**config.mk**
```make
export PLATFORM = sky130hd
export DESIGN_NAME = hpack_emit
export DESIGN_NICKNAME = d
export VERILOG_FILES = /design/src/sv/hpack_pkg.sv /design/src/sv/hpack_emit.sv
export SDC_FILE = /design/constraint.sdc
export NUM_CORES = 1
export LEC_CHECK = 0
export BUFFER_PORTS_ARGS = -buffer_cell sky130_fd_sc_hd__clkbuf_2
export CELL_PAD_IN_SITES_DETAIL_PLACEMENT = 1
export CELL_PAD_IN_SITES_GLOBAL_PLACEMENT = 1
export CORE_ASPECT_RATIO = 0.9
export CORE_MARGIN = 4
export CORE_UTILIZATION = 31
export DETAILED_ROUTE_END_ITERATION = 6
export GPL_TIMING_DRIVEN = 0
export PLACE_DENSITY = 0.8
export SLEW_MARGIN = 20
export SYNTH_ARGS = -nofsm -noshare
export SYNTH_HDL_FRONTEND = slang
export SYNTH_SLANG_ARGS = --single-unit
```
**constraint.sdc**
```tcl
create_clock -name clk -period 4.2 [get_ports clk]
set_input_delay 0.42 -clock clk [delete_from_list [all_inputs] [get_ports clk]]
set_output_delay 0.42 -clock clk [all_outputs]
set_load 0.1 [all_outputs]
```
**src/sv/hpack_pkg.sv**
```systemverilog
// Package for the HPACK static Huffman byte encoder.
// Holds item structs, widths and the Huffman code table function; no dependencies.
package hpack_pkg;

	localparam int SymW     = 8;
	localparam int CodeW    = 30;
	localparam int LenW     = 5;
	localparam int AccW     = CodeW + 7;
	localparam int CntW     = 6;
	localparam int MaxBytes = 5;

	typedef struct packed {
		logic [7:0] symbol;
		logic       final_symbol;
	} in_item_t;

	typedef struct packed {
		logic [7:0] coded_byte;
		logic       run_last;
		logic       string_end;
	} out_item_t;

	typedef struct packed {
		logic [CodeW-1:0] code;
		logic [LenW-1:0]  len;
	} huff_entry_t;

	// Code table, RFC 7541 Appendix B, byte symbols only
	function automatic huff_entry_t huff_lookup(input logic [7:0] sym);
		logic [35:0] e;
		begin
			case (sym)
				8'd0: e = {30'h1ff8, 6'd13}; 8'd1: e = {30'h7fffd8, 6'd23};
				8'd2: e = {30'hfffffe2, 6'd28}; 8'd3: e = {30'hfffffe3, 6'd28};
				8'd4: e = {30'hfffffe4, 6'd28}; 8'd5: e = {30'hfffffe5, 6'd28};
				8'd6: e = {30'hfffffe6, 6'd28}; 8'd7: e = {30'hfffffe7, 6'd28};
				8'd8: e = {30'hfffffe8, 6'd28}; 8'd9: e = {30'hffffea, 6'd24};
				8'd10: e = {30'h3ffffffc, 6'd30}; 8'd11: e = {30'hfffffe9, 6'd28};
				8'd12: e = {30'hfffffea, 6'd28}; 8'd13: e = {30'h3ffffffd, 6'd30};
				8'd14: e = {30'hfffffeb, 6'd28}; 8'd15: e = {30'hfffffec, 6'd28};
				8'd16: e = {30'hfffffed, 6'd28}; 8'd17: e = {30'hfffffee, 6'd28};
				8'd18: e = {30'hfffffef, 6'd28}; 8'd19: e = {30'hffffff0, 6'd28};
				8'd20: e = {30'hffffff1, 6'd28}; 8'd21: e = {30'hffffff2, 6'd28};
				8'd22: e = {30'h3ffffffe, 6'd30}; 8'd23: e = {30'hffffff3, 6'd28};
				8'd24: e = {30'hffffff4, 6'd28}; 8'd25: e = {30'hffffff5, 6'd28};
				8'd26: e = {30'hffffff6, 6'd28}; 8'd27: e = {30'hffffff7, 6'd28};
				8'd28: e = {30'hffffff8, 6'd28}; 8'd29: e = {30'hffffff9, 6'd28};
				8'd30: e = {30'hffffffa, 6'd28}; 8'd31: e = {30'hffffffb, 6'd28};
				8'd32: e = {30'h14, 6'd6}; 8'd33: e = {30'h3f8, 6'd10};
				8'd34: e = {30'h3f9, 6'd10}; 8'd35: e = {30'hffa, 6'd12};
				8'd36: e = {30'h1ff9, 6'd13}; 8'd37: e = {30'h15, 6'd6};
				8'd38: e = {30'hf8, 6'd8}; 8'd39: e = {30'h7fa, 6'd11};
				8'd40: e = {30'h3fa, 6'd10}; 8'd41: e = {30'h3fb, 6'd10};
				8'd42: e = {30'hf9, 6'd8}; 8'd43: e = {30'h7fb, 6'd11};
				8'd44: e = {30'hfa, 6'd8}; 8'd45: e = {30'h16, 6'd6};
				8'd46: e = {30'h17, 6'd6}; 8'd47: e = {30'h18, 6'd6};
				8'd48: e = {30'h0, 6'd5}; 8'd49: e = {30'h1, 6'd5};
				8'd50: e = {30'h2, 6'd5}; 8'd51: e = {30'h19, 6'd6};
				8'd52: e = {30'h1a, 6'd6}; 8'd53: e = {30'h1b, 6'd6};
				8'd54: e = {30'h1c, 6'd6}; 8'd55: e = {30'h1d, 6'd6};
				8'd56: e = {30'h1e, 6'd6}; 8'd57: e = {30'h1f, 6'd6};
				8'd58: e = {30'h5c, 6'd7}; 8'd59: e = {30'hfb, 6'd8};
				8'd60: e = {30'h7ffc, 6'd15}; 8'd61: e = {30'h20, 6'd6};
				8'd62: e = {30'hffb, 6'd12}; 8'd63: e = {30'h3fc, 6'd10};
				8'd64: e = {30'h1ffa, 6'd13}; 8'd65: e = {30'h21, 6'd6};
				8'd66: e = {30'h5d, 6'd7}; 8'd67: e = {30'h5e, 6'd7};
				8'd68: e = {30'h5f, 6'd7}; 8'd69: e = {30'h60, 6'd7};
				8'd70: e = {30'h61, 6'd7}; 8'd71: e = {30'h62, 6'd7};
				8'd72: e = {30'h63, 6'd7}; 8'd73: e = {30'h64, 6'd7};
				8'd74: e = {30'h65, 6'd7}; 8'd75: e = {30'h66, 6'd7};
				8'd76: e = {30'h67, 6'd7}; 8'd77: e = {30'h68, 6'd7};
				8'd78: e = {30'h69, 6'd7}; 8'd79: e = {30'h6a, 6'd7};
				8'd80: e = {30'h6b, 6'd7}; 8'd81: e = {30'h6c, 6'd7};
				8'd82: e = {30'h6d, 6'd7}; 8'd83: e = {30'h6e, 6'd7};
				8'd84: e = {30'h6f, 6'd7}; 8'd85: e = {30'h70, 6'd7};
				8'd86: e = {30'h71, 6'd7}; 8'd87: e = {30'h72, 6'd7};
				8'd88: e = {30'hfc, 6'd8}; 8'd89: e = {30'h73, 6'd7};
				8'd90: e = {30'hfd, 6'd8}; 8'd91: e = {30'h1ffb, 6'd13};
				8'd92: e = {30'h7fff0, 6'd19}; 8'd93: e = {30'h1ffc, 6'd13};
				8'd94: e = {30'h3ffc, 6'd14}; 8'd95: e = {30'h22, 6'd6};
				8'd96: e = {30'h7ffd, 6'd15}; 8'd97: e = {30'h3, 6'd5};
				8'd98: e = {30'h23, 6'd6}; 8'd99: e = {30'h4, 6'd5};
				8'd100: e = {30'h24, 6'd6}; 8'd101: e = {30'h5, 6'd5};
				8'd102: e = {30'h25, 6'd6}; 8'd103: e = {30'h26, 6'd6};
				8'd104: e = {30'h27, 6'd6}; 8'd105: e = {30'h6, 6'd5};
				8'd106: e = {30'h74, 6'd7}; 8'd107: e = {30'h75, 6'd7};
				8'd108: e = {30'h28, 6'd6}; 8'd109: e = {30'h29, 6'd6};
				8'd110: e = {30'h2a, 6'd6}; 8'd111: e = {30'h7, 6'd5};
				8'd112: e = {30'h2b, 6'd6}; 8'd113: e = {30'h76, 6'd7};
				8'd114: e = {30'h2c, 6'd6}; 8'd115: e = {30'h8, 6'd5};
				8'd116: e = {30'h9, 6'd5}; 8'd117: e = {30'h2d, 6'd6};
				8'd118: e = {30'h77, 6'd7}; 8'd119: e = {30'h78, 6'd7};
				8'd120: e = {30'h79, 6'd7}; 8'd121: e = {30'h7a, 6'd7};
				8'd122: e = {30'h7b, 6'd7}; 8'd123: e = {30'h7ffe, 6'd15};
				8'd124: e = {30'h7fc, 6'd11}; 8'd125: e = {30'h3ffd, 6'd14};
				8'd126: e = {30'h1ffd, 6'd13}; 8'd127: e = {30'hffffffc, 6'd28};
				8'd128: e = {30'hfffe6, 6'd20}; 8'd129: e = {30'h3fffd2, 6'd22};
				8'd130: e = {30'hfffe7, 6'd20}; 8'd131: e = {30'hfffe8, 6'd20};
				8'd132: e = {30'h3fffd3, 6'd22}; 8'd133: e = {30'h3fffd4, 6'd22};
				8'd134: e = {30'h3fffd5, 6'd22}; 8'd135: e = {30'h7fffd9, 6'd23};
				8'd136: e = {30'h3fffd6, 6'd22}; 8'd137: e = {30'h7fffda, 6'd23};
				8'd138: e = {30'h7fffdb, 6'd23}; 8'd139: e = {30'h7fffdc, 6'd23};
				8'd140: e = {30'h7fffdd, 6'd23}; 8'd141: e = {30'h7fffde, 6'd23};
				8'd142: e = {30'hffffeb, 6'd24}; 8'd143: e = {30'h7fffdf, 6'd23};
				8'd144: e = {30'hffffec, 6'd24}; 8'd145: e = {30'hffffed, 6'd24};
				8'd146: e = {30'h3fffd7, 6'd22}; 8'd147: e = {30'h7fffe0, 6'd23};
				8'd148: e = {30'hffffee, 6'd24}; 8'd149: e = {30'h7fffe1, 6'd23};
				8'd150: e = {30'h7fffe2, 6'd23}; 8'd151: e = {30'h7fffe3, 6'd23};
				8'd152: e = {30'h7fffe4, 6'd23}; 8'd153: e = {30'h1fffdc, 6'd21};
				8'd154: e = {30'h3fffd8, 6'd22}; 8'd155: e = {30'h7fffe5, 6'd23};
				8'd156: e = {30'h3fffd9, 6'd22}; 8'd157: e = {30'h7fffe6, 6'd23};
				8'd158: e = {30'h7fffe7, 6'd23}; 8'd159: e = {30'hffffef, 6'd24};
				8'd160: e = {30'h3fffda, 6'd22}; 8'd161: e = {30'h1fffdd, 6'd21};
				8'd162: e = {30'hfffe9, 6'd20}; 8'd163: e = {30'h3fffdb, 6'd22};
				8'd164: e = {30'h3fffdc, 6'd22}; 8'd165: e = {30'h7fffe8, 6'd23};
				8'd166: e = {30'h7fffe9, 6'd23}; 8'd167: e = {30'h1fffde, 6'd21};
				8'd168: e = {30'h7fffea, 6'd23}; 8'd169: e = {30'h3fffdd, 6'd22};
				8'd170: e = {30'h3fffde, 6'd22}; 8'd171: e = {30'hfffff0, 6'd24};
				8'd172: e = {30'h1fffdf, 6'd21}; 8'd173: e = {30'h3fffdf, 6'd22};
				8'd174: e = {30'h7fffeb, 6'd23}; 8'd175: e = {30'h7fffec, 6'd23};
				8'd176: e = {30'h1fffe0, 6'd21}; 8'd177: e = {30'h1fffe1, 6'd21};
				8'd178: e = {30'h3fffe0, 6'd22}; 8'd179: e = {30'h1fffe2, 6'd21};
				8'd180: e = {30'h7fffed, 6'd23}; 8'd181: e = {30'h3fffe1, 6'd22};
				8'd182: e = {30'h7fffee, 6'd23}; 8'd183: e = {30'h7fffef, 6'd23};
				8'd184: e = {30'hfffea, 6'd20}; 8'd185: e = {30'h3fffe2, 6'd22};
				8'd186: e = {30'h3fffe3, 6'd22}; 8'd187: e = {30'h3fffe4, 6'd22};
				8'd188: e = {30'h7ffff0, 6'd23}; 8'd189: e = {30'h3fffe5, 6'd22};
				8'd190: e = {30'h3fffe6, 6'd22}; 8'd191: e = {30'h7ffff1, 6'd23};
				8'd192: e = {30'h3ffffe0, 6'd26}; 8'd193: e = {30'h3ffffe1, 6'd26};
				8'd194: e = {30'hfffeb, 6'd20}; 8'd195: e = {30'h7fff1, 6'd19};
				8'd196: e = {30'h3fffe7, 6'd22}; 8'd197: e = {30'h7ffff2, 6'd23};
				8'd198: e = {30'h3fffe8, 6'd22}; 8'd199: e = {30'h1ffffec, 6'd25};
				8'd200: e = {30'h3ffffe2, 6'd26}; 8'd201: e = {30'h3ffffe3, 6'd26};
				8'd202: e = {30'h3ffffe4, 6'd26}; 8'd203: e = {30'h7ffffde, 6'd27};
				8'd204: e = {30'h7ffffdf, 6'd27}; 8'd205: e = {30'h3ffffe5, 6'd26};
				8'd206: e = {30'hfffff1, 6'd24}; 8'd207: e = {30'h1ffffed, 6'd25};
				8'd208: e = {30'h7fff2, 6'd19}; 8'd209: e = {30'h1fffe3, 6'd21};
				8'd210: e = {30'h3ffffe6, 6'd26}; 8'd211: e = {30'h7ffffe0, 6'd27};
				8'd212: e = {30'h7ffffe1, 6'd27}; 8'd213: e = {30'h3ffffe7, 6'd26};
				8'd214: e = {30'h7ffffe2, 6'd27}; 8'd215: e = {30'hfffff2, 6'd24};
				8'd216: e = {30'h1fffe4, 6'd21}; 8'd217: e = {30'h1fffe5, 6'd21};
				8'd218: e = {30'h3ffffe8, 6'd26}; 8'd219: e = {30'h3ffffe9, 6'd26};
				8'd220: e = {30'hffffffd, 6'd28}; 8'd221: e = {30'h7ffffe3, 6'd27};
				8'd222: e = {30'h7ffffe4, 6'd27}; 8'd223: e = {30'h7ffffe5, 6'd27};
				8'd224: e = {30'hfffec, 6'd20}; 8'd225: e = {30'hfffff3, 6'd24};
				8'd226: e = {30'hfffed, 6'd20}; 8'd227: e = {30'h1fffe6, 6'd21};
				8'd228: e = {30'h3fffe9, 6'd22}; 8'd229: e = {30'h1fffe7, 6'd21};
				8'd230: e = {30'h1fffe8, 6'd21}; 8'd231: e = {30'h7ffff3, 6'd23};
				8'd232: e = {30'h3fffea, 6'd22}; 8'd233: e = {30'h3fffeb, 6'd22};
				8'd234: e = {30'h1ffffee, 6'd25}; 8'd235: e = {30'h1ffffef, 6'd25};
				8'd236: e = {30'hfffff4, 6'd24}; 8'd237: e = {30'hfffff5, 6'd24};
				8'd238: e = {30'h3ffffea, 6'd26}; 8'd239: e = {30'h7ffff4, 6'd23};
				8'd240: e = {30'h3ffffeb, 6'd26}; 8'd241: e = {30'h7ffffe6, 6'd27};
				8'd242: e = {30'h3ffffec, 6'd26}; 8'd243: e = {30'h3ffffed, 6'd26};
				8'd244: e = {30'h7ffffe7, 6'd27}; 8'd245: e = {30'h7ffffe8, 6'd27};
				8'd246: e = {30'h7ffffe9, 6'd27}; 8'd247: e = {30'h7ffffea, 6'd27};
				8'd248: e = {30'h7ffffeb, 6'd27}; 8'd249: e = {30'hffffffe, 6'd28};
				8'd250: e = {30'h7ffffec, 6'd27}; 8'd251: e = {30'h7ffffed, 6'd27};
				8'd252: e = {30'h7ffffee, 6'd27}; 8'd253: e = {30'h7ffffef, 6'd27};
				8'd254: e = {30'h7fffff0, 6'd27}; 8'd255: e = {30'h3ffffee, 6'd26};
				default: e = {30'h1ff8, 6'd13};
			endcase
			huff_lookup.code = e[35:6];
			huff_lookup.len  = e[4:0];
		end
	endfunction

endpackage

```
**src/sv/hpack_emit.sv**
```systemverilog
// Byte emitter: shifts a registered run out one item per cycle, while the
// receiver keeps out_ready high, into an output register. Depends on hpack_pkg.
module hpack_emit (
	input  logic                  clk,
	input  logic                  arst_n,
	input  logic                  run_valid,
	output logic                  run_take,
	input  logic [39:0]           run_bytes,
	input  logic [2:0]            run_count,
	input  logic                  run_fin,
	output logic                  out_valid,
	input  logic                  out_ready,
	output hpack_pkg::out_item_t  out_item
);

	logic [2:0]           idx_q;
	logic                 out_valid_q;
	hpack_pkg::out_item_t out_q;
	logic                 load;
	logic                 last_byte;

	assign last_byte = (idx_q + 3'd1 == run_count);
	assign load      = run_valid && (!out_valid_q || out_ready);
	assign run_take  = load && last_byte;

	// Advance through the run, one byte per cycle while the output is not stalled
	always_ff @(posedge clk or negedge arst_n) begin
		if (!arst_n) begin
			idx_q       <= '0;
			out_valid_q <= 1'b0;
		end else begin
			if (out_ready)
				out_valid_q <= 1'b0;
			if (load) begin
				out_valid_q <= 1'b1;
				idx_q       <= last_byte ? 3'd0 : idx_q + 3'd1;
			end
		end
	end

	always_ff @(posedge clk) begin
		if (load) begin
			out_q.coded_byte <= 8'(run_bytes >> (6'd32 - {idx_q, 3'd0}));
			out_q.run_last   <= last_byte;
			out_q.string_end <= last_byte && run_fin;
		end
	end

	assign out_valid = out_valid_q;
	assign out_item  = out_q;

endmodule

```
==> reports/results.md, run 1 <==
## Placement
• 1250 um^2 — post-placement cell area
• 1.68 ns — pre-CTS WS
• 59 — IO Port Bufs
• 2.51 mm — placed wire-length estimate
• 0.785 — final weighted congestion of routability-driven global placement

## Worst setup path
• 2.42 ns — arrival time reported for the critical path endpoint
• out_item[6] — destination of the worst register-to-register timing path
• 6 — depth of the most critical reg-to-reg path
• 3.78 ns — Data required, critical path
• flip-flop — launching element type of the critical path
• 1.90 ns — r2r setup slk
• output pin — Crit. End Element
• flip-flop to output pin — Crit Path Category
• idx_q[0] — launch instance of the worst register-to-register path
• 5 — CP Max Fanout

## Die
• 59.2 um — floorplan die height
• 18 — total number of placement rows
• 60 — count of pins on the block boundary
• 64.9 um — Die X
• 2770 um^2 — placeable core region
• 3840 um^2 — Die ar.
• 32.6% — Initial Util

## Clock tree
• 0.27 ns — clock latency on the worst-skew pair
• 3 — cts bufs inserted
• done — TritonCTS clock tree
• 14 — clock sink count
• 0 — Post CTS Setup Buffer Count
• 1 — number of H-tree branching levels
• 0.08 ns — CTS clk-pin slew, worst paths
• 2 — Max Buffers Root-to-Sink
• clkbuf_4 — clock root cell

## Synthesis
• edfxtp_1 — main flop type after synthesis
• 141 — post-synthesis net count
• 9.93 um^2 — Mapped Avg Cell Area
• 44.3% — sequential share of the synthesized area
• 903 um^2 — Post-Synthesis Cell Area
• 91 — number of instances in the synthesized netlist
• 24 — distinct cell type count of the synthesized netlist
• 28.6% — proportion of register bits with asynchronous set or reset after synthesis
• 10 — number of flops mapped to enable cells by yosys
• 0 — number of warnings printed during yosys synthesis
• 14 — post-synthesis register bit count

## Timing
• 0 — Hold Fails Final Rpt
• 41.6% — remaining max-slew budget at the tightest pin
• 0.00289 ns — skew final
• 0 ns — Final TNS setup
• 352 MHz — maximum clock frequency
• no — RSZ-0062 raised after global routing
• 67.7% — final critical-path share of the clock period
• 0.870 ns — Slew @ Worst Pin
• 1.36 ns — minimum setup slack in the final design
• 0 — final setup violating endpoints
• 0 — pins over their slew limit
• 2.84 ns — minimum period implied by the final worst setup slack

## Power
• 6.3% — proportion of power drawn by the clock network
• 21.5% — sequential fraction of design power
• 0.697 mW — net load switching power
• 0.530 mW — Internal Pwr Total
• 1.23 mW — Final Total Pwr
• 285 uV — Max VDD drop
• 955 nW/um^2 — total power divided by cell area
• 72.2% — Logic pwr share
• 0.675 nW — leakage power of the design
• 56.8% — switching power as a share of total power

## Run status
• complete, no violations — result of the run

## Hold path
• input port to flip-flop — classification of the worst-slack hold path
• 2 — worst hold stages
• run_valid — Worst Hold Launch
• out_valid — Worst Hold Endpoint

## Finish
• 206 — fin nets
• 1280 um^2 — final design area excluding fillers
• clkbuf_2, nand2_1, nor2_1, edfxtp_1 — leading cell types in the layout, fill and taps excluded
• 46.4% — Final Util
• 43.9% — share of layout cells above drive strength 1
• clkbuf_2 — most common cell after layout, fill and taps aside
• 42.2% — area growth from synthesis to layout
• 0 — ANT cells

## Detailed routing
• 0 — DRC violations left
• 2.89 mm — total length of routed wires
• 25 — detailed router's first-iteration violation count
• 90 um — routed wire length on met3
• 14.8 um — detailed-route wire length per cell
• met4 — topmost layer with routed signal wires
• 4.74 — via-per-instance ratio
• 1.55 mm — routed length on met2
• 4 — detailed-routing iteration count for the pre-antenna-repair pass
• 0 — Routed Antenna Nets
• 1.15 mm — detailed-route wire length on metal 1
• 924 — vias post-DR

## Global route
• 1002 — vias in the first global route
• 4.49 mm — global-route wire length before repair
• 0 — GR Overflow Total
• 0 — antenna violations before repair
• 12 — pin count of the biggest net entering global routing
• 15.4% — global-route total usage across every layer

## Flow run
• 0 — max-capacitance violation count

==> cells in the mapped netlist, types with 2 or more instances <==
master | n | share of area, %
and3_4 | 2 | 2.5
nand2_1 | 27 | 11
ha_1 | 2 | 2.8
inv_1 | 3 | 1.2
nand2b_1 | 2 | 1.4
nor2_1 | 10 | 4.2
mux2i_1 | 8 | 8.9
dfrtp_1 | 4 | 11
a221o_1 | 8 | 8.9
xnor2_1 | 2 | 1.9
edfxtp_1 | 10 | 33
==> metrics by stage <==
step	hold slack [ns]	cells
after floorplan	0.124	91
after global placement	0.233	190
after detailed placement	0.237	190
after CTS	0.370	195
after global routing	0.384	195
final	0.369	195
==> final cells by class <==
type,instances,area (um^2)
fillers,353,1490
multi-input cells,73,487
flip-flops and latches,14,400
repair buffers,60,305
well taps,40,50.0
clock buffers,4,26.3
inverters,3,11.3
plain buffers,1,5.00
==> metal layers <==
metal | vias up | track usage (%)
li1 | 456 | -
met1 | 432 | 18.1
met2 | 26 | 28.0
met3 | 10 | 1.90
met4 | 0 | 7.23
met5 | - | 0
==> flip-flops by register name (all words and copies together), names as in the netlist <==
register and flops:
out_valid 1, out_item 10, idx_q 3
==> critical path, cell delays in order (launching register included) <==
cell and delay, ns:
dfrtp_1 0.45, inv_1 0.12, ha_1 0.38, xnor2_1 0.28
and3_4 0.27, and3_4 0.19, clkbuf_2 0.45
==> timing repair <==
| action | CTS | global route |
|---|---|---|
| gates resized for setup | 0 | 0 |
| hold buffers | 1 | 0 |
| endpoints found under the hold margin | 4 | 0 |
| setup endpoints to repair | 0 | 0 |
==> logic make-up (layout without fill, tap and decap cells) <==
family / Yosys count / count (layout) / synth area share, %
AOI/OAI and AO/OA: 12 / 12 / 11.9
adders and majority gates: 2 / 2 / 2.77
DFF: 14 / 14 / 44.3
xor gates and xnor gates: 5 / 5 / 7.20
muxes: 8 / 8 / 8.86
buffers and inverters: 4 / 68 / 1.80
and+or+nand+nor: 46 / 46 / 23.1
==> power groups by stage <==
stage	clock network [mW]	logic, mW	registers, mW
floorplan	0	0.416	0.556
global placement	0	0.850	0.264
detailed placement	0	0.888	0.267
CTS	0.0781	0.890	0.265
global route	0.0872	0.959	0.271
finish	0.0770	0.886	0.264
==> how the worst max path moves through the flow <==
stage | startpoint | endpoint | slack, ns | depth (start not counted)
after floorplan | idx_q[0] | run_take | 2.16 | 5
after global placement | idx_q[0] | run_take | 1.78 | 6
after detailed placement | idx_q[0] | run_take | 1.68 | 6
after CTS | idx_q[0] | run_take | 1.37 | 6
after global routing | idx_q[0] | run_take | 1.23 | 6
final | idx_q[0] | run_take | 1.36 | 6
Note: power is estimated with default switching activity, not from simulation.
==> inputs of run 2 (changes only) <==
- CORE_UTILIZATION: 31 -> 29
- PLACE_DENSITY: 0.8 -> 0.75
- clock period: 4.2 -> 2.75 ns (I/O delays scaled with it)
==> run 2 against run 1 <==
  * First-iteration DRC count is 4.0% higher
  * Design area increased by 0.19%
  * Flip-flop and latch count unchanged
  * Clock-buffer cell count stayed put
  * Sequential power up 52%
  * Critical endpoint unchanged
==> reports/results.md, run 2 (synthesis gave the netlist of run 1 again) <==
## Worst setup path
• 5 — CP Max Fanout, unchanged
• 0.43 ns — Crit path largest cell delay, was 0.45 ns
• flip-flop to output pin — Crit Path Category, unchanged
• buffers and inverters — cell family with the largest share of critical-path delay, unchanged
• 2.24 ns — arrival time reported for the critical path endpoint, was 2.42 ns
• 2.48 ns — Data required, critical path, was 3.78 ns
• 6 — CP Depth, unchanged
• and3_4 — dominant cell type by count on the critical path, unchanged
• 2 — buffering stage count on the worst path with inverters included, unchanged
• inv_1 -> ha_1 -> xnor2_1 -> and3_4 -> and3_4 -> clkbuf_4 — worst-path cell chain, was inv_1 -> ha_1 -> xnor2_1 -> and3_4 -> and3_4 -> clkbuf_2
• idx_q[0] — critical path startpoint, unchanged
• flip-flop — launching element type of the critical path, unchanged
• dfrtp_1 — CP max-delay cell, unchanged
• run_take — end point of the critical path, unchanged
• 6 — depth of the most critical reg-to-reg path, unchanged
• 0.53 ns — r2r setup slk, was 1.90 ns
• out_item[3] — destination of the worst register-to-register timing path, was out_item[6]
• idx_q[0] — launch instance of the worst register-to-register path, unchanged
• output pin — Crit. End Element, unchanged

## Finish
• 206 — fin nets, unchanged
• clkbuf_2 — most common cell after layout, fill and taps aside, unchanged
• clkbuf_2, nand2_1, nor2_1, edfxtp_1 — leading cell types in the layout, fill and taps excluded, unchanged
• 43.9% — share of layout cells above drive strength 1, unchanged
• 42.5% — area growth from synthesis to layout, was 42.2%
• 10 — flip-flop count of the largest register, all copies and words added, unchanged
• 0 — ANT cells, unchanged
• 45.0% — Final Util, was 46.4%

## Timing
• 0 — pins over their slew limit, unchanged
• 0 — final setup violating endpoints, unchanged
• 0.895 ns — Slew @ Worst Pin, was 0.870 ns
• 91.4% — final critical-path share of the clock period
• 0.237 ns — minimum setup slack in the final design, was 1.36 ns
• 0 — Hold Fails Final Rpt, unchanged
• 0.220 ns — worst hold slack, was 0.369 ns
• 398 MHz — maximum clock frequency
• no — RSZ-0062 raised after global routing, unchanged
• 39.9% — remaining max-slew budget at the tightest pin, was 41.6%
• 2.51 ns — minimum period implied by the final worst setup slack
• 0.00110 ns — skew final, was 0.00289 ns
• 0 ns — Final TNS setup, unchanged

## Power
• 411 uV — Max VDD drop, was 285 uV
• 0.676 nW — leakage power of the design, was 0.675 nW
• 6.5% — proportion of power drawn by the clock network, was 6.3%
• 56.2% — switching power as a share of total power, was 56.8%
• 1440 nW/um^2 — total power divided by cell area, was 955 nW/um^2
• 21.7% — sequential fraction of design power, was 21.5%
• 1.85 mW — Final Total Pwr, was 1.23 mW
• 1.04 mW — net load switching power, was 0.697 mW
• 0.810 mW — Internal Pwr Total, was 0.530 mW
• 71.8% — Logic pwr share, was 72.2%

## Clock tree
• 3 — cts bufs inserted, unchanged
• 0 — Post CTS Setup Buffer Count, unchanged
• 2 — Max Buffers Root-to-Sink, unchanged
• done — TritonCTS clock tree, unchanged
• 1 — number of H-tree branching levels, unchanged
• 0.28 ns — clock latency on the worst-skew pair, was 0.27 ns
• 0.08 ns — CTS clk-pin slew, worst paths, about the same
• 14 — clock sink count, unchanged
• clkbuf_4 — clock root cell, unchanged

## Detailed routing
• 1.12 mm — detailed-route wire length on metal 1, was 1.15 mm
• 4.65 — via-per-instance ratio, was 4.74
• 26 — detailed router's first-iteration violation count, was 25
• 0 — Routed Antenna Nets, unchanged
• 4 — detailed-routing iteration count for the pre-antenna-repair pass, unchanged
• 2.81 mm — total length of routed wires, was 2.89 mm
• 0 — DRC violations left, unchanged
• 14.4 um — detailed-route wire length per cell, was 14.8 um
• 134 um — routed wire length on met3, was 90 um
• 907 — vias post-DR, was 924
• met4 — topmost layer with routed signal wires, unchanged
• 1.50 mm — routed length on met2, was 1.55 mm

## Die
• 31.6% — Initial Util, was 32.6%
• 66.8 um — Die X, was 64.9 um
• 60 — count of pins on the block boundary, unchanged
• 2860 um^2 — placeable core region, was 2770 um^2
• 18 — total number of placement rows, unchanged
• 61.0 um — floorplan die height, was 59.2 um
• 4070 um^2 — Die ar., was 3840 um^2

## Hold path
• input port to flip-flop — classification of the worst-slack hold path, unchanged
• 2 — worst hold stages, unchanged

## Global route
• 15.0% — global-route total usage across every layer, was 15.4%
• 0 — GR Overflow Total, unchanged
• 12 — pin count of the biggest net entering global routing, unchanged
• 0 — antenna violations before repair, unchanged
• 4.46 mm — global-route wire length before repair, was 4.49 mm
• 919 — vias in the first global route, was 1002

## Flow run
• 0 — max-capacitance violation count, unchanged

## Placement
• 59 — IO Port Bufs, unchanged
• 2.38 mm — placed wire-length estimate, was 2.51 mm
• 0.772 — final weighted congestion of routability-driven global placement, was 0.785
• 0.416 ns — pre-CTS WS, was 1.68 ns

## Run status
• complete, no violations — result of the run, unchanged

run 2: cell count changes in the layout (fill, tap and decap cells not counted):
| cell | previous run | this run |
|---|---|---|
| clkbuf_2 | 59 | 58 |
| clkbuf_4 | 3 | 4 |
run 2: power by group through the flow:
stage               logic (mW)  clock network [mW]  registers, mW
finish                    1.33               0.121          0.402
detailed placement        1.33                   0          0.408
global placement          1.31                   0          0.403
floorplan                0.636                   0          0.850
CTS                       1.33               0.123          0.404
global route              1.44               0.134          0.414
run 2: metal layers:
layer | track usage (%) | vias up
met5 | 0 | -
met4 | 7.83 | 0
met3 | 1.85 | 5
met2 | 25.3 | 28
met1 | 18.9 | 420
li1 | - | 454
run 2: worst min path at each step:
stage                endpoint  slack (ns)      start
detailed placement  out_valid        0.09     arst_n
floorplan            idx_q[0]       -0.02     arst_n
CTS                 out_valid        0.22  run_valid
global placement    out_valid        0.09     arst_n
finish              out_valid        0.22  run_valid
global route        out_valid        0.23  run_valid
run 2: worst register-to-register path, cell delays in order, from the launching register on:
cell	delay, ns
dfrtp_1	0.43
inv_1	0.12
ha_1	0.27
xnor2_1	0.60
nand2_1	0.35
nor2_1	0.19
a221o_1	0.14
run 2: cell type report:
type	count	area, um^2
Timing Repair Buffer	60	308
Multi-Input combinational cell	73	487
Sequential cell	14	400
Buffer	1	5.00
Tap cell	40	50.0
Clock buffer	4	26.3
Inverter	3	11.3
Fill cell	374	1570
run 2: through the flow:
stage | instance area, um^2 | std cells
4_1_cts | 1280 | 195
3_3_place_gp | 1250 | 190
5_1_grt | 1290 | 195
6_report | 1290 | 195
2_1_floorplan | 903 | 91
3_5_place_dp | 1250 | 190
run 2: timing repair:
| action | in CTS | in global routing |
|---|---|---|
| hold buffers | 1 | 0 |
| resized for setup | 0 | 2 |
| endpoints found under the hold margin | 4 | 0 |
| setup endpoints to repair | 0 | 1 |
==> inputs of run 3 (changes only) <==
- REMOVE_ABC_BUFFERS: unset -> 1
==> run 3 against run 2 <==
  * Register-to-register slack lost 0.25 ns
  * Clock power grew 20%
  * Routed wire length shrank 3.1%
  * Largest power group unchanged
  * Non-clock buffer count shrank 1
  * Maximum frequency shrank 3.8%
  * Clock skew grew 0.0015 ns
  * Clock-buffer cell count is the same
  * Sequential power grew 8.7%
  * Die area is the same
==> reports/results.md, run 3 (synthesis gave the netlist of run 1 again) <==
## Placement
• 1240 um^2 — post-placement cell area, was 1250 um^2
• 189 — number of placed instances with taps included, was 190
• -0.0173 ns — pre-CTS WS, was 0.416 ns
• 2.31 mm — placed wire-length estimate, was 2.38 mm
• 59 — IO Port Bufs, unchanged
• 0.735 — final weighted congestion of routability-driven global placement, was 0.772

## Finish
• clkbuf_2, nand2_1, nor2_1, edfxtp_1 — leading cell types in the layout, fill and taps excluded, unchanged
• clkbuf_2 — most common cell after layout, fill and taps aside, unchanged
• 0 — ANT cells, unchanged
• 1300 um^2 — final design area excluding fillers, was 1290 um^2
• 10 — flip-flop count of the largest register, all copies and words added, unchanged
• 43.5% — area growth from synthesis to layout, was 42.5%
• 45.3% — Final Util, was 45.0%
• 194 — final cell count without fillers, was 195
• 370 — filler cell count, was 374
• 205 — fin nets, was 206
• 44.8% — share of layout cells above drive strength 1, was 43.9%

## Hold path
• 2 — worst hold stages, unchanged
• run_valid — Worst Hold Launch, unchanged
• out_valid — Worst Hold Endpoint, unchanged
• input port to flip-flop — classification of the worst-slack hold path, unchanged

## Worst setup path
• 6 — depth of the most critical reg-to-reg path, unchanged
• 2.34 ns — arrival time reported for the critical path endpoint, was 2.24 ns
• dfrtp_4 — CP max-delay cell, was dfrtp_1
• flip-flop — launching element type of the critical path, unchanged
• 0.28 ns — r2r setup slk, was 0.53 ns
• inv_1 -> ha_1 -> xnor2_1 -> and3_4 -> and3_4 -> buf_4 — worst-path cell chain, was inv_1 -> ha_1 -> xnor2_1 -> and3_4 -> and3_4 -> clkbuf_4
• out_item[6] — destination of the worst register-to-register timing path, was out_item[3]
• 2.48 ns — Data required, critical path, about the same
• and3_4 — dominant cell type by count on the critical path, unchanged
• output pin — Crit. End Element, unchanged
• 0.56 ns — Crit path largest cell delay, was 0.43 ns
• idx_q[0] — launch instance of the worst register-to-register path, unchanged
• flip-flop to output pin — Crit Path Category, unchanged
• 13 — CP Max Fanout, was 5

## Timing
• 0 — Hold Fails Final Rpt, unchanged
• 383 MHz — maximum clock frequency, was 398 MHz
• 0 — final setup violating endpoints, unchanged
• 0.216 ns — worst hold slack, was 0.220 ns
• 94.9% — final critical-path share of the clock period, was 91.4%
• 34.5% — remaining max-slew budget at the tightest pin, was 39.9%
• 2.61 ns — minimum period implied by the final worst setup slack, was 2.51 ns
• no — RSZ-0062 raised after global routing, unchanged
• 0 — pins over their slew limit, unchanged
• 0.139 ns — minimum setup slack in the final design, was 0.237 ns
• 0 ns — Final TNS setup, unchanged
• 0.975 ns — Slew @ Worst Pin, was 0.895 ns
• 0.00259 ns — skew final, was 0.00110 ns

## Die
• 2860 um^2 — placeable core region, unchanged
• 31.6% — Initial Util, unchanged
• 4070 um^2 — Die ar., unchanged
• 60 — count of pins on the block boundary, unchanged
• 18 — total number of placement rows, unchanged
• 66.8 um — Die X, unchanged
• 61.0 um — floorplan die height, unchanged

## Detailed routing
• 0 — Routed Antenna Nets, unchanged
• 14.0 um — detailed-route wire length per cell, was 14.4 um
• 0 — DRC violations left, unchanged
• 27 — detailed router's first-iteration violation count, was 26
• 4 — detailed-routing iteration count for the pre-antenna-repair pass, unchanged
• 2.72 mm — total length of routed wires, was 2.81 mm
• 920 — vias post-DR, was 907
• 4.74 — via-per-instance ratio, was 4.65

## Global route
• 0 — GR Overflow Total, unchanged
• 14.3% — global-route total usage across every layer, was 15.0%
• 0 — antenna violations before repair, unchanged
• 14 — pin count of the biggest net entering global routing, was 12
• 4.39 mm — global-route wire length before repair, was 4.46 mm
• 965 — vias in the first global route, was 919

## Clock tree
• 0.08 ns — CTS clk-pin slew, worst paths, about the same
• 0.28 ns — clock latency on the worst-skew pair, about the same
• 14 — clock sink count, unchanged
• 2 — Max Buffers Root-to-Sink, unchanged
• clkbuf_4 — clock root cell, unchanged
• done — TritonCTS clock tree, unchanged
• 1 — number of H-tree branching levels, unchanged
• 3 — cts bufs inserted, unchanged

## Power
• 55.9% — switching power as a share of total power, was 56.2%
• 1.06 mW — net load switching power, was 1.04 mW
• 1460 nW/um^2 — total power divided by cell area, was 1440 nW/um^2
• 0.677 nW — leakage power of the design, was 0.676 nW
• 69.3% — Logic pwr share, was 71.8%
• 445 uV — Max VDD drop, was 411 uV
• 7.7% — proportion of power drawn by the clock network, was 6.5%
• 0.836 mW — Internal Pwr Total, was 0.810 mW
• 23.1% — sequential fraction of design power, was 21.7%
• 1.89 mW — Final Total Pwr, was 1.85 mW

## Flow run
• 0 — max-capacitance violation count, unchanged

## Run status
• complete, no violations — result of the run, unchanged

-- run 3: cell count changes in the layout (fill, tap and decap cells not counted), sizes merged --
| cell | before | now |
|---|---|---|
| clkbuf | 63 | 62 |
-- run 3: worst max-delay path by stage --
stage / to / from / slack (ns) / depth (start not counted)
6_report: run_take / idx_q[0] / 0.14 / 6
5_1_grt: run_take / idx_q[0] / 0.04 / 6
4_1_cts: run_take / idx_q[0] / 0.02 / 6
3_5_place_dp: run_take / idx_q[0] / -0.02 / 6
3_3_place_gp: run_take / idx_q[0] / 0.02 / 6
2_1_floorplan: run_take / idx_q[0] / 0.52 / 5
-- run 3: layout make-up --
cell class / instances / area [um^2] / share of cell area, %
clock buffers: 4 / 36.3 / 2.80
inverters: 3 / 11.3 / 0.869
multi-input cells: 73 / 487 / 37.5
flip-flops and latches: 14 / 404 / 31.2
well taps: 40 / 50.0 / 3.86
repair buffers: 60 / 308 / 23.7
-- run 3: worst max-delay path: cells and delay by family, from the launching register on --
kind / cells / cell delay [ns]
xor+xnor: 1 / 0.26
fa+ha+maj: 1 / 0.38
simple gates: 2 / 0.44
flops: 1 / 0.56
buf+inv: 2 / 0.41
-- run 3: what timing repair did --
item / in CTS / in global routing
hold buffers: 1 / 0
resized for setup: 2 / 2
hold endpoints to repair: 4 / 0
endpoints found under the setup margin: 8 / 5
setup buffers: 0 / 0
-- run 3: layer usage --
layer	wire length [um]	vias up	GRT usage (%)
met2	1400	30	26.1
met4	21	0	4.35
li1	-	455	-
met5	0	-	0
met3	143	2	1.67
met1	1150	433	17.6
-- run 3: power by group through the flow --
stage	registers, mW	clock network [mW]	logic (mW)
finish	0.437	0.145	1.31
global route	0.452	0.158	1.42
CTS	0.436	0.149	1.32
detailed placement	0.437	0	1.32
global placement	0.436	0	1.28
floorplan	0.872	0	0.607
